===== src/design/rc_pulse_width_capture_core_macros.svh =====
// ----------------------------------------------------------------------------
// RC pulse width capture: assertion macros
// Concurrent assertion wrappers, empty when SYNTHESIS is defined.
// ----------------------------------------------------------------------------
`ifndef RC_PULSE_WIDTH_CAPTURE_CORE_MACROS_SVH
`define RC_PULSE_WIDTH_CAPTURE_CORE_MACROS_SVH

`ifndef SYNTHESIS

// Property checked on every rising edge outside reset.
`define RCPWC_ASSERT(lbl, clk, rst_n, prop) \
    lbl: assert property (@(posedge clk) disable iff (!rst_n) prop) \
        else $error("rcpwc assertion failed");

// Condition that must never be seen outside reset.
`define RCPWC_ASSERT_NEVER(lbl, clk, rst_n, cond) \
    lbl: assert property (@(posedge clk) disable iff (!rst_n) !(cond)) \
        else $error("rcpwc forbidden condition seen");

`else

`define RCPWC_ASSERT(lbl, clk, rst_n, prop)
`define RCPWC_ASSERT_NEVER(lbl, clk, rst_n, cond)

`endif

`endif


===== src/design/rcpwc_pkg.sv =====
// ----------------------------------------------------------------------------
// RC pulse width capture: package
// Word types, register indexes and reset constants shared by all modules.
// ----------------------------------------------------------------------------
package rcpwc_pkg;

    // Fixed field widths
    localparam int FIELD_CH     = 8;   // channels carried in one word
    localparam int TS_BITS      = 24;  // timestamp field
    localparam int WIDTH_BITS   = 24;  // pulse width field
    localparam int WRAP_BITS    = 25;  // wrap period register
    localparam int THRESH_BITS  = 24;  // error threshold register
    localparam int CFG_IDX_BITS = 2;

    // Parameter defaults
    localparam int DEF_CHANNELS   = 8;
    localparam int DEF_STAMP_BITS = 24;

    // Register reset values
    localparam logic [WRAP_BITS-1:0]   WRAP_RESET   = WRAP_BITS'(2400000);
    localparam logic [THRESH_BITS-1:0] THRESH_RESET = THRESH_BITS'(300000);

    // Register indexes
    localparam logic [CFG_IDX_BITS-1:0] REG_WRAP_PERIOD     = 2'd0;
    localparam logic [CFG_IDX_BITS-1:0] REG_ERROR_THRESHOLD = 2'd1;

    typedef struct packed {
        logic [FIELD_CH-1:0] edge_mask;
        logic [TS_BITS-1:0]  timestamp;
    } in_word_t;

    typedef struct packed {
        logic [FIELD_CH-1:0]   updated_mask;
        logic [FIELD_CH-1:0]   rejected_mask;
        logic [WIDTH_BITS-1:0] width_ch0;
        logic [WIDTH_BITS-1:0] width_ch1;
        logic [WIDTH_BITS-1:0] width_ch2;
        logic [WIDTH_BITS-1:0] width_ch3;
        logic [WIDTH_BITS-1:0] width_ch4;
        logic [WIDTH_BITS-1:0] width_ch5;
        logic [WIDTH_BITS-1:0] width_ch6;
        logic [WIDTH_BITS-1:0] width_ch7;
    } out_word_t;

    // What one lane reports for the word being accepted
    typedef struct packed {
        logic                  updated;
        logic                  rejected;
        logic [WIDTH_BITS-1:0] width;
    } lane_status_t;

endpackage


===== src/design/rc_pulse_width_capture_core.sv =====
// ----------------------------------------------------------------------------
// RC pulse width capture core
// Receiver pulse width capture over parallel channel lanes, one edge-event
// word per cycle while in_stall is low, with a two-word output buffer.
// ----------------------------------------------------------------------------
// One edge-event word is accepted per clock cycle while in_stall is low, and
// its result word is registered. Every channel has its own lane, so all edges
// of a word are handled together; the cycle time is set by each lane's
// start + wrap - now add and the threshold compare. The output side holds up
// to two result words (output register and skid), and in_stall rises only
// while both are full. Configuration writes are always ready and must be
// issued while no word is in flight.

module rc_pulse_width_capture_core
    import rcpwc_pkg::*;
#(
    parameter int CHANNELS   = DEF_CHANNELS,
    parameter int STAMP_BITS = DEF_STAMP_BITS
)
(
    input  logic                    clk,
    input  logic                    rst_n,
    // Edge events
    input  logic                    in_valid,
    output logic                    in_stall,
    input  in_word_t                in_data,
    // Results
    output logic                    out_valid,
    input  logic                    out_stall,
    output out_word_t               out_data,
    // Register writes
    input  logic                    cfg_valid,
    output logic                    cfg_ready,
    input  logic [CFG_IDX_BITS-1:0] cfg_index,
    input  logic [WRAP_BITS-1:0]    cfg_data
);

    // Only channels that have an output field get a lane
    localparam int LANES = (CHANNELS < FIELD_CH) ? CHANNELS : FIELD_CH;

    logic [WRAP_BITS-1:0]   wrap_reg, wrap_next;
    logic [THRESH_BITS-1:0] thresh_reg, thresh_next;
    logic [STAMP_BITS-1:0]  now;
    logic                   busy;
    logic                   accept;
    lane_status_t           status [LANES];

    assign accept    = in_valid && !in_stall;
    assign in_stall  = busy;
    assign cfg_ready = 1'b1;

    // Timestamp taken to the stamp width
    if (STAMP_BITS >= TS_BITS)
    begin : g_ts_wide
        assign now = STAMP_BITS'(in_data.timestamp);
    end
    else
    begin : g_ts_narrow
        assign now = in_data.timestamp[STAMP_BITS-1:0];
    end

    // Configuration registers
    always_comb
    begin
        wrap_next   = wrap_reg;
        thresh_next = thresh_reg;
        if (cfg_valid && cfg_ready)
        begin
            case (cfg_index)
                REG_WRAP_PERIOD:     wrap_next   = cfg_data;
                REG_ERROR_THRESHOLD: thresh_next = cfg_data[THRESH_BITS-1:0];
                default:             ;
            endcase
        end
    end

    always_ff @(posedge clk or negedge rst_n)
    begin
        if (!rst_n)
        begin
            wrap_reg   <= WRAP_RESET;
            thresh_reg <= THRESH_RESET;
        end
        else
        begin
            wrap_reg   <= wrap_next;
            thresh_reg <= thresh_next;
        end
    end

    // Channel lanes
    for (genvar j = 0; j < LANES; j++)
    begin : g_lane
        rcpwc_lane #(
            .STAMP_BITS (STAMP_BITS)
        ) u_lane (
            .clk             (clk),
            .rst_n           (rst_n),
            .accept          (accept),
            .edge_hit        (in_data.edge_mask[j]),
            .now             (now),
            .wrap_period     (wrap_reg),
            .error_threshold (thresh_reg),
            .status          (status[j])
        );
    end

    // Merge and output buffer
    rcpwc_merge #(
        .LANES (LANES)
    ) u_merge (
        .clk       (clk),
        .rst_n     (rst_n),
        .accept    (accept),
        .status    (status),
        .busy      (busy),
        .out_valid (out_valid),
        .out_stall (out_stall),
        .out_data  (out_data)
    );

endmodule


===== src/design/rcpwc_lane.sv =====
// ----------------------------------------------------------------------------
// RC pulse width capture: channel lane
// Holds one channel's arm flag, start stamp and last width; measures the
// elapsed count on an edge and decides accept or reject.
// ----------------------------------------------------------------------------
`include "rc_pulse_width_capture_core_macros.svh"

module rcpwc_lane
    import rcpwc_pkg::*;
#(
    parameter int STAMP_BITS = DEF_STAMP_BITS
)
(
    input  logic                   clk,
    input  logic                   rst_n,
    input  logic                   accept,
    input  logic                   edge_hit,
    input  logic [STAMP_BITS-1:0]  now,
    input  logic [WRAP_BITS-1:0]   wrap_period,
    input  logic [THRESH_BITS-1:0] error_threshold,
    output lane_status_t           status
);

    // count holds start + wrap - now without loss
    localparam int CNT_W = ((STAMP_BITS > WRAP_BITS) ? STAMP_BITS : WRAP_BITS) + 1;

    logic                  armed_reg, armed_next;
    logic [STAMP_BITS-1:0] start_reg, start_next;
    logic [WIDTH_BITS-1:0] width_reg, width_next;

    logic [CNT_W-1:0] count;
    logic             over;

    // Elapsed count on a down-counter; equal stamps count as a wrap
    always_comb
    begin
        if (start_reg > now)
            count = CNT_W'(start_reg) - CNT_W'(now);
        else
            count = CNT_W'(start_reg) + CNT_W'(wrap_period) - CNT_W'(now);
        over = count > CNT_W'(error_threshold);
    end

    // Result flags for this word
    always_comb
    begin
        status.updated  = edge_hit && armed_reg && !over;
        status.rejected = edge_hit && armed_reg && over;
        status.width    = status.updated ? count[WIDTH_BITS-1:0] : width_reg;
    end

    // State update
    always_comb
    begin
        armed_next = armed_reg;
        start_next = start_reg;
        width_next = width_reg;
        if (accept && edge_hit)
        begin
            if (!armed_reg || over)
            begin
                armed_next = 1'b1;
                start_next = now;
            end
            else
            begin
                armed_next = 1'b0;
                width_next = count[WIDTH_BITS-1:0];
            end
        end
    end

    always_ff @(posedge clk or negedge rst_n)
    begin
        if (!rst_n)
        begin
            armed_reg <= 1'b0;
            start_reg <= '0;
            width_reg <= '0;
        end
        else
        begin
            armed_reg <= armed_next;
            start_reg <= start_next;
            width_reg <= width_next;
        end
    end

    // An idle channel arms on its first edge
    `RCPWC_ASSERT(a_lane_arm, clk, rst_n,
        (accept && edge_hit && !armed_reg) |=> (armed_reg && start_reg == $past(now)))
    // A stored width disarms the channel and shows up as the held width
    `RCPWC_ASSERT(a_lane_store, clk, rst_n,
        (accept && status.updated) |=> (!armed_reg && width_reg == $past(status.width)))
    // A rejected count restarts from the current stamp and keeps the old width
    `RCPWC_ASSERT(a_lane_reject, clk, rst_n,
        (accept && status.rejected) |=>
            (armed_reg && start_reg == $past(now) && $stable(width_reg)))

endmodule


===== src/design/rcpwc_merge.sv =====
// ----------------------------------------------------------------------------
// RC pulse width capture: merge and output buffer
// Packs the lane results into one result word and holds it in an output
// register backed by a skid register.
// ----------------------------------------------------------------------------
`include "rc_pulse_width_capture_core_macros.svh"

module rcpwc_merge
    import rcpwc_pkg::*;
#(
    parameter int LANES = FIELD_CH
)
(
    input  logic         clk,
    input  logic         rst_n,
    input  logic         accept,
    input  lane_status_t status [LANES],
    output logic         busy,
    output logic         out_valid,
    input  logic         out_stall,
    output out_word_t    out_data
);

    logic [FIELD_CH-1:0]   upd_mask;
    logic [FIELD_CH-1:0]   rej_mask;
    logic [WIDTH_BITS-1:0] widths [FIELD_CH];
    out_word_t             new_word;

    logic      out_valid_reg, out_valid_next;
    logic      skid_valid_reg, skid_valid_next;
    out_word_t out_word_reg, out_word_next;
    out_word_t skid_word_reg, skid_word_next;
    logic      out_fire;

    // Gather lane results; fields with no lane read zero
    for (genvar j = 0; j < FIELD_CH; j++)
    begin : g_gather
        if (j < LANES)
        begin : g_live
            assign upd_mask[j] = status[j].updated;
            assign rej_mask[j] = status[j].rejected;
            assign widths[j]   = status[j].width;
        end
        else
        begin : g_none
            assign upd_mask[j] = 1'b0;
            assign rej_mask[j] = 1'b0;
            assign widths[j]   = '0;
        end
    end

    always_comb
    begin
        new_word.updated_mask  = upd_mask;
        new_word.rejected_mask = rej_mask;
        new_word.width_ch0     = widths[0];
        new_word.width_ch1     = widths[1];
        new_word.width_ch2     = widths[2];
        new_word.width_ch3     = widths[3];
        new_word.width_ch4     = widths[4];
        new_word.width_ch5     = widths[5];
        new_word.width_ch6     = widths[6];
        new_word.width_ch7     = widths[7];
    end

    assign out_fire  = out_valid_reg && !out_stall;
    assign busy      = skid_valid_reg;
    assign out_valid = out_valid_reg;
    assign out_data  = out_word_reg;

    // Output register plus skid; new words are taken only with the skid empty
    always_comb
    begin
        out_valid_next  = out_valid_reg;
        skid_valid_next = skid_valid_reg;
        out_word_next   = out_word_reg;
        skid_word_next  = skid_word_reg;
        if (out_fire)
        begin
            if (skid_valid_reg)
            begin
                out_word_next   = skid_word_reg;
                skid_valid_next = 1'b0;
            end
            else
            begin
                out_valid_next = 1'b0;
            end
        end
        if (accept)
        begin
            if (!out_valid_reg || out_fire)
            begin
                out_word_next  = new_word;
                out_valid_next = 1'b1;
            end
            else
            begin
                skid_word_next  = new_word;
                skid_valid_next = 1'b1;
            end
        end
    end

    always_ff @(posedge clk or negedge rst_n)
    begin
        if (!rst_n)
        begin
            out_valid_reg  <= 1'b0;
            skid_valid_reg <= 1'b0;
        end
        else
        begin
            out_valid_reg  <= out_valid_next;
            skid_valid_reg <= skid_valid_next;
        end
    end

    always_ff @(posedge clk)
    begin
        out_word_reg  <= out_word_next;
        skid_word_reg <= skid_word_next;
    end

    // The skid only holds a word behind a held output word
    `RCPWC_ASSERT_NEVER(a_merge_skid_alone, clk, rst_n, skid_valid_reg && !out_valid_reg)
    // A word taken behind a stalled output lands in the skid
    `RCPWC_ASSERT(a_merge_to_skid, clk, rst_n,
        (accept && out_valid_reg && out_stall) |=> skid_valid_reg)
    // A drained skid moves forward into the output register
    `RCPWC_ASSERT(a_merge_drain, clk, rst_n,
        (out_fire && skid_valid_reg) |=>
            (out_valid_reg && !skid_valid_reg && out_word_reg == $past(skid_word_reg)))

endmodule

===== config.mk =====
export PLATFORM = sky130hd
export DESIGN_NAME = rc_pulse_width_capture_core
export DESIGN_NICKNAME = d
export VERILOG_FILES = /design/src/design/rcpwc_pkg.sv /design/src/design/rc_pulse_width_capture_core.sv /design/src/design/rcpwc_lane.sv /design/src/design/rcpwc_merge.sv
export VERILOG_INCLUDE_DIRS = /design/src /design/src/design
export SDC_FILE = /design/constraint.sdc
export NUM_CORES = 2
export LEC_CHECK = 0
export ABC_AREA = 1
export BUFFER_PORTS_ARGS = -buffer_cell sky130_fd_sc_hd__buf_2
export CAP_MARGIN = 20
export CORE_ASPECT_RATIO = 1.1
export CORE_MARGIN = 10
export CORE_UTILIZATION = 58
export CTS_CLUSTER_DIAMETER = 100
export DETAILED_ROUTE_END_ITERATION = 7
export PLACE_DENSITY = 0.79
export SLEW_MARGIN = 20
export SYNTH_ARGS = -nofsm -noshare
export SYNTH_HDL_FRONTEND = slang
export SYNTH_HIERARCHICAL = 1
export SYNTH_SLANG_ARGS = --single-unit

===== constraint.sdc =====
create_clock -name clk -period 10.9 [get_ports clk]
set_input_delay 0.545 -clock clk [delete_from_list [all_inputs] [get_ports clk]]
set_output_delay 0.545 -clock clk [all_outputs]
set_load 0.01 [all_outputs]

==> metrics.txt <==
drt pass-1 iters 7; Final WS setup 3.95 ns; status finished clean; Period minus WS final 6.95 ns; RR Startpoint wrap_reg[2]; Cell variety after synth 58; max-cap violation count 0; clk slew on worst S/H paths 0.06 ns; CP delay by family, top simple AND/OR/NAND/NOR gates; Seq/Total Area, Yosys 27.5%; RSZ-0062 raised after global routing no; crit path launch type flop; final setup skew 0.0369 ns; Post-Synth Simple-Gate Area 35.4%; Root Buffer clkbuf_16; hold_sp cfg_data[21]; compound-gate portion of the synthesized area 6.26%; buffer and inverter count on the worst path 2; area grow syn2layout 7.39%; crit end category flop; area share of fa/ha/maj cells after synthesis 14.4%; Syn Nets 12700; worst skew pair latency 0.74 ns; dominant synthesized flop cell dfrtp_1; initial antenna violation count 26; CP max FO 50; number of flops mapped to enable cells by yosys 208; Synth Area in XOR/XNOR 2.49%; headroom to the max-slew limit 21.0%; largest net degree at the start of global routing 126; global-route layer with the greatest usage met2; share of cells above drive strength 1 6.62%; FMAX 0.144 GHz; Crit Path Class flop to flop; antenna viol nets, final 0; first-pass GRT wire length 451000 um; R2R Setup Slk 3.95 ns; post-DR wirelength/cell 21.9 um; ys async rst share 51.6%; Final Hold Fails 0; final count of negative-setup-slack endpoints 0; worst endpoint required time 11.36 ns; post-route clock period utilization 63.7%; H-Tree Depth 3; Slew Limit Fails 0; multi-input logic area 46000 um2; drt drc 0; Fin Setup TNS 0 ns; # IOs 275; commonest non-fill, non-tap cell in the layout nand2_1; Vias/cell 5.82; Synth area leaders nand2_1, dfrtp_1, inv_1; final net count 12800; crit path max-delay cell type dfrtp_1; Global Route Usage Sum 39.1%; Syn Area/Cell 6.59 um2; DP HPWL 219000 um; die area 150000 um2; post-synth top area cell nand2_1; worst hold endpoint wrap_reg[21]; total gr overflow 0; data arrival time of the worst path 7.41 ns; Inserted Clock Buffers 93; Synth Warn # 6; global placement routability congestion 1.07; CP peak stage delay 1.13 ns; routing usage on met3 10.1%; Tightest Pin Transition 1.19 ns; largest family of logic cells by synthesized area simple AND/OR/NAND/NOR gates; most used cell along the critical path nand2_1; Core Area 134000 um2; most frequent cells in the layout nand2_1, inv_1, nand3_1, nor2_1, ha_1; deepest clock path buffer count 3; DR vias 80900; fillcell total 12700; r2r endpoint u_merge/skid_word_reg[57]; M1 GR Usage 48.7%; worst hold stages 3; post-CTS sizing 0; height of the die 405 um; Yosys top cell area share 19.1%; clk sinks 859; vias in the first global route 75500; Hold Crit Class input port to flop; Horiz. Die Dim 370 um; row cnt 141; Sequential cell area 21500 um2; overall routed net length 304000 um; post-synthesis cell count 11900; mux contribution to synthesized area 0.102%; initial core utilization 58.3%; pre-CTS WS 3.97 ns; Buffers on Ports 273; R2R cell count 25; Synth Cell Area 78300 um2; CTS tree done; Yosys reg bits 859; 1st-iter DRT viols 9294; M2 GR Usage 59.7%
## tightest hold or removal path, delay by kind of cell
kind / cells / cell delay (ns)
and+or+nand+nor: 2 / 0.12
buffers and inverters: 1 / 0.11
## cell type report
type,instances,share of cell area [%]
antenna,45,0.134
clock buffer,128,3.19
clock inverter,48,0.756
inverter,2350,10.5
multi-input combinational,8312,54.7
sequential,859,25.6
tap,1787,2.66
timing repair buffer,354,2.39
## logic make-up after synthesis
logic type,Yosys count
other,1
muxes,8
and+or+nand+nor,6401
buffers and inverters,2706
xor gates and xnor gates,223
AOI/OAI and AO/OA,895
DFF,859
adders and majority gates,784
## layer usage
metal	routed length (um)	up-vias
li1	-	37500
met1	116000	37700
met2	133000	4664
met3	35000	954
met4	20600	14
met5	227	-
## metrics by stage
stage          instances  hold slack [ns]  util, %  cell area (um2)
4_1_cts            13800           0.0150     62.6            84000
3_5_place_dp       13700            0.456     60.1            80700
6_report           13900           0.0378     62.6            84100
5_1_grt            13800           0.0596     62.6            84000
3_3_place_gp       13700            0.453     60.1            80600
2_1_floorplan      11900            0.249        -            78300
## synthesized netlist by cell type (7+ instances only)
cell,count
nand3_4,7
nor2_4,7
fa_1,200
buf_6,37
nor4_1,11
nand2_4,18
nand2_2,28
ha_1,584
a211oi_1,10
buf_1,8
or2_2,33
nor2_1,597
mux2i_1,8
clkbuf_1,111
a21oi_1,451
o21bai_1,65
dfxtp_1,208
nand3_2,31
o21ai_0,239
dfstp_2,16
inv_1,2306
a21oi_2,17
and2_1,10
xnor2_1,98
edfxtp_1,208
buf_2,164
o21a_1,7
buf_4,36
o21ai_1,54
dfrtp_1,427
nand3_1,1016
nand4_2,9
inv_2,35
nand4_1,529
a31oi_1,9
nor3_1,45
nor2_2,46
a21o_1,26
nand2_1,3988
xor2_1,125
## worst max path at each step
stage	startpoint	to	slack, ns	depth (start not counted)
after floorplan	in_valid	u_merge/skid_word_reg[0]	0.38	4
after global placement	in_data[23]	u_merge/skid_word_reg[45]	4.07	24
after detailed placement	in_data[23]	u_merge/skid_word_reg[46]	3.97	25
after CTS	wrap_reg[1]	u_merge/skid_word_reg[46]	4.30	26
after global routing	wrap_reg[5]	u_merge/out_data[46]	3.69	26
final	wrap_reg[2]	u_merge/skid_word_reg[57]	3.95	25
## what timing repair did
action	4_1_cts	5_1_grt
setup buffers	0	0
hold buffers	1	0
hold endpoints to repair	74	0
Power is left out: the tool's default activity adds up to more than one toggle a clock period on the data nets, which glitch-free logic cannot reach.
